[src/rtl/core/gob_isqrt.sv]
// ----------------------------------------------------------------------------
// Square root unit
// Bit-serial integer square root of a 32 bit value, one result bit a cycle.
// ----------------------------------------------------------------------------
module gob_isqrt (
  input  logic        clk,
  input  logic        rst_n,
  input  logic        start,
  input  logic [31:0] radicand,
  output logic        done,
  output logic [15:0] root
);
  logic [31:0] rem_r, rem_nxt;
  logic [15:0] res_r, res_nxt;
  logic [31:0] val_r, val_nxt;
  logic [4:0]  cnt_r, cnt_nxt;
  logic        busy_r, busy_nxt;
  logic [33:0] trial;
  logic [33:0] shifted;

  always_comb begin
    rem_nxt  = rem_r;
    res_nxt  = res_r;
    val_nxt  = val_r;
    cnt_nxt  = cnt_r;
    busy_nxt = busy_r;
    shifted  = {rem_r, val_r[31:30]};
    trial    = {16'd0, res_r, 2'b01};
    if (start) begin
      rem_nxt  = 32'd0;
      res_nxt  = 16'd0;
      val_nxt  = radicand;
      cnt_nxt  = 5'd0;
      busy_nxt = 1'b1;
    end else if (busy_r) begin
      val_nxt = {val_r[29:0], 2'b00};
      if (shifted >= trial) begin
        rem_nxt = 32'(shifted - trial);
        res_nxt = {res_r[14:0], 1'b1};
      end else begin
        rem_nxt = shifted[31:0];
        res_nxt = {res_r[14:0], 1'b0};
      end
      cnt_nxt = cnt_r + 5'd1;
      if (cnt_r == 5'd15) begin
        busy_nxt = 1'b0;
      end
    end
  end

  always_ff @(posedge clk) begin
    if (!rst_n) begin
      busy_r <= 1'b0;
      cnt_r  <= 5'd0;
    end else begin
      busy_r <= busy_nxt;
      cnt_r  <= cnt_nxt;
    end
    rem_r <= rem_nxt;
    res_r <= res_nxt;
    val_r <= val_nxt;
  end

  assign done = busy_r && (cnt_r == 5'd15);
  assign root = {res_r[14:0], (shifted >= trial)};
endmodule

[config.mk]
export PLATFORM = sky130hd
export DESIGN_NAME = gob_isqrt
export DESIGN_NICKNAME = d
export VERILOG_FILES = /design/src/rtl/core/gob_isqrt.sv
export SDC_FILE = /design/constraint.sdc
export NUM_CORES = 1
export LEC_CHECK = 0
export BUFFER_PORTS_ARGS = -buffer_cell sky130_fd_sc_hd__buf_2
export CELL_PAD_IN_SITES_DETAIL_PLACEMENT = 1
export CELL_PAD_IN_SITES_GLOBAL_PLACEMENT = 1
export CORE_MARGIN = 5
export CORE_UTILIZATION = 30
export DETAILED_ROUTE_END_ITERATION = 12
export GPL_TIMING_DRIVEN = 1
export PLACE_DENSITY = 0.57
export SLEW_MARGIN = 10
export SYNTH_ARGS = -nofsm -noshare
export SYNTH_HDL_FRONTEND = slang
export SYNTH_SLANG_ARGS = --single-unit
[constraint.sdc]
create_clock -name clk -period 2.9 [get_ports clk]
set_input_delay 0.58 -clock clk [delete_from_list [all_inputs] [get_ports clk]]
set_output_delay 0.58 -clock clk [all_outputs]
set_load 0.005 [all_outputs]
Word-level counts from Yosys, hierarchy flattened
Cells that the tools add are included.

word-level totals
  register bits = 86
  input bits = 35
  output and inout bits = 17
  word-level logic and storage cells = 20

cells by class
  $add $sub $neg = 2
  $lt $le $gt $ge = 1
  eq/ne operators = 1
  multiplexer cells = 7
  bitwise gates (word level) = 1
  reductions and logical operators = 3

operators with widths
  cell                 count
  $mux 32              3
  $ge 34x18->1         1
  $sub 32x18->32       1
  $add 5x1->5 const B  1
  $eq 5x4->1 const B   1
  $mux 1               4
  $reduce_bool 2->1    1
  $reduce_or 2->1      1
  $logic_and 1x1->1    1
  $not 1->1            1

Logic depth before layout (Yosys ltp)
  depth in word-level cells = 4
  gate-level depth with buffers = 13
  gate-level depth less buffers = 10

Worst setup path before layout
OpenSTA, ideal clock, no wires.

  path kind = register to output
  from = register res_r[3]
  to = output root[0]
  arrival = 2,172 ps
  required time = 2,320 ps
  path slack = 148 ps
  stages on the path, launching flop included = 11
  cells stage by stage = dfxtp_1 > inv_1 > ha_1 > nand2_1 > a211oi_2 > o21bai_1 > a211oi_2 > nor3_2 > buf_4 > inv_2 > clkbuf_1

between the ends
  longest elaborated chain between the ends = 1

RTL lines
  item                      RTL line  RTL
  start: declaration        14        logic [15:0] res_r, res_nxt;
  start signal: assignment  60        res_r <= res_nxt;
  $ge 34x18->1              65        assign root = {res_r[14:0], (shifted >= trial)};
  end: declaration          11        output logic [15:0] root

Every way passes these cells.

Worst setup path after layout
  from = register rem_r[19]
  to = output root[0]

between the ends
  longest elaborated chain between the ends = 1

RTL lines
  item                      RTL line  RTL
  start: declaration        13        logic [31:0] rem_r, rem_nxt;
  start signal: assignment  59        rem_r <= rem_nxt;
  $ge 34x18->1              65

Every way passes these cells.

==> impl_metrics.py <==
metrics = {
    "run": {
        "maxCapViolations": 0,
    },
    "yosys": {
        "yosys_warnings": 0,
        "ys_seq_area_share_pct": 40.4,
        "async_flop_share_pct": 0,
        "syn-instance-count": 543,
        "synthTopCellsByArea": "dfxtp_1 (21%), edfxtp_1 (19%), mux2_2 (6.7%)",
        "synth_top_area_share_pct": 21.4,
        "ys_ff_latch": 86,
        "synth_area_sq_um": 5050,
        "synth_top_area_cell": "dfxtp_1",
        "synthesis.nets": 598,
        "synth_ff_type": "dfxtp_1",
        "yosysUniqueCellTypes": 56,
        "syn_avg_cell_area_sq_um": 9.31,
        "synth_edf_count": 32,
    },
    "routing": {
        "vias": 4295,
        "wirelength_microns": 13500,
        "vias_per_cell": 5.07,
        "wl_per_cell_microns": 16.0,
        "drc": 0,
        "first_pass_iters": 5,
        "drtIter0Drc": 151,
        "drtAntennaViolNets": 0,
    },
    "finish": {
        "finalNonFillerCells": 847,
        "stdcell_area_sq_um": 6310,
        "mostFrequentLayoutCells": "buf_4 (63), nor2_1 (59), buf_2 (51), dfxtp_1 (50), nand2_1 (46)",
        "layout-drive-gt1-share_pct": 33.0,
        "synthToLayoutAreaGrowth_pct": 24.9,
        "antenna_cells": 0,
        "nets": 677,
        "final_common_cell": "buf_4",
        "fillers": 1909,
    },
    "floorplan": {
        "initial_core_util_pct": 30.5,
        "num_rows": 47,
        "die_area_sq_um": 19500,
        "die_h_microns": 140,
        "io-pin-count": 52,
        "die_x_microns": 140,
        "core-area_sq_um": 16600,
    },
    "timing": {
        "drv_slew": 0,
        "fin_worst_skew_ns": 0.00687,
        "period_share_pct": 96.1,
        "setup_tns_ns": 0,
        "fin_crit_ns": 2.79,
        "max_freq_ghz": 0.359,
        "fin_ws_ns": 0.114,
        "tightest_slew_ns": 0.781,
        "finalSetupViolCount": 0,
        "hold_viol": 0,
        "slew_headroom_pct": 48.0,
    },
    "critical_path": {
        "worstPathMaxFanout": 7,
        "cp-start-kind": "flip-flop",
        "crit_chain": "or4_4, nand2b_4, nor3_4, nand3_2, nor3_4, inv_2, buf_2",
        "worstReg2RegEnd": "rem_r[30]",
        "crit_path_frequent_cell": "nor3_4",
        "critPathSlowestCell": "or4_4",
        "worstReg2RegStart": "res_r[7]",
        "path_buf_inv": 2,
        "cp_top_family": "simple AND/OR/NAND/NOR gates",
        "cp_slowest_stage_delay_ns": 0.54,
        "critPathCaptureType": "output port",
        "reg2reg_setup_slack_ns": 0.15,
        "worstPathArrival_ns": 2.21,
        "cp.required_ns": 2.32,
        "crit_type": "reg2out",
        "rr_worst_depth": 8,
    },
    "placed_design": {
        "pre_cts_slack_ns": -0.0156,
        "dpl.cell_count": 821,
        "post-dp-hpwl_microns": 9890,
        "io_buffer_count": 51,
        "place_area_sq_um": 5770,
        "globalplace.congestion": 0.834,
    },
    "pwr": {
        "leakage_nw": 2.52,
        "ir_drop_mv": 0.280,
        "powerDensity_nw_per_um2": 641,
    },
    "grt": {
        "grt_max_degree": 69,
        "overflow": 0,
        "grt_util_all_layers_pct": 14.1,
        "grt_pass1_vias": 4468,
        "grt_pass1_wl_microns": 22700,
        "antenna_found_initial": 0,
    },
    "cts": {
        "cts.clk_slew.worst_paths_ns": 0.07,
        "cts_made_buffers": 9,
        "clk_latency_ns": 0.35,
        "clock_sinks": 86,
        "cts_tree": "built",
        "cts_root_buf": "clkbuf_16",
        "ctsHtreeMaxLevel": 3,
        "clk_path_buf_depth": 2,
    },
    "worst_hold_path": {
        "hp-start": "rst_n",
        "holdPathEnd": "busy_r",
        "hold_path.class": "in2reg",
        "min_path_cells": 2,
    },
    "outcome": {
        "status": "complete, no violations",
    },
}
[layer usage]
layer  up-vias  GRT usage [%]  part of all wire, %
li1       2133              -                    -
met1      2094           18.4                   47
met2        50           22.9                   48
met3        18           2.92                  3.1
met4         0           5.00                  1.7
met5         -              0                    0
[flip-flops by register name, summed over array words and instances (netlist names)]
register  cells
rem_r        32
res_r        16
cnt_r         5
busy_r        1
val_r        32
[power breakdown]
group          internal [W]  total (W)  switching [W]  leakage [nW]
sequential          0.00137    0.00145      0.0000801         0.768
clock              0.000613    0.00118       0.000570         0.145
combinational      0.000668    0.00141       0.000744          1.61
total               0.00265    0.00404        0.00139          2.52
[worst register-to-register path, delay by kind of cell, from the launching register on]
kind	cells	cell delay (ns)
AO/OA/AOI/OAI	3	0.81
adder cells (fa/ha/maj)	1	0.36
AND/OR/NAND/NOR	2	0.87
flip-flops	1	0.38
buffers and inverters	2	0.24
[cell usage after synthesis, drive strengths merged (3+ instances only)]
master,n
edfxtp,32
or4,8
nand3b,3
mux2,30
xnor2,7
o21ai,15
ha,20
a211o,4
buf,27
and3,6
nand2b,9
nor2,61
mux2i,17
nor2b,4
a31oi,3
clkbuf,21
dfxtp,54
nor4,11
o21a,4
and2,7
nand3,9
o31ai,7
or3,3
a311oi,22
nand4,5
inv,25
xor2,6
a21o,9
a211oi,7
a21oi,25
nor3,10
o311a,5
o211ai,4
nand2,48
[worst max path at each step]
| stage | from | endpoint | cells after the start |
|---|---|---|---|
| 2_1_floorplan | res_r[3] | root[0] | 10 |
| 3_3_place_gp | res_r[1] | rem_r[27] | 12 |
| 3_5_place_dp | res_r[1] | rem_r[23] | 12 |
| 4_1_cts | res_r[1] | rem_r[30] | 10 |
| 5_1_grt | res_r[13] | rem_r[26] | 9 |
| 6_report | rem_r[19] | root[0] | 7 |
[cells by family after synthesis]
kind of cell	after synthesis	share of synthesized area (%)
multiplexers	47	10.0
buffers and inverters	73	7.00
XOR/XNOR	13	2.25
flip-flops	86	40.4
AND/OR/NAND/NOR	190	18.9
AO/OA/AOI/OAI	114	16.5
adder cells (fa/ha/maj)	20	4.95
[area by class of cell]
type,instances,area (sq um),area share (%)
multi-input combinational,384,2820,44.7
timing repair buffer,116,768,12.2
clock inverter,7,75.1,1.19
tap,220,275,4.36
sequential,86,2050,32.5
clock buffer,9,225,3.57
inverter,25,93.8,1.49
[per-stage QoR]
stage	utilization [%]	hold WS (ns)	total power [W]
final	38.1	0.446	0.00404
after global routing	38.1	0.454	0.00430
after CTS	36.8	0.433	0.00398
after detailed placement	34.8	0.480	0.00275
after global placement	34.8	0.467	0.00272
after floorplan	-	0.455	0.00229
[repair_timing]
action                     CTS  global route
cloned                       0             0
hold buffers                 0             0
pin swaps                    5             8
setup endpoints to repair    8            15
resized for setup            7            27
buffers inserted             1             9
No activity file was read; power rests on OpenSTA's default activity.
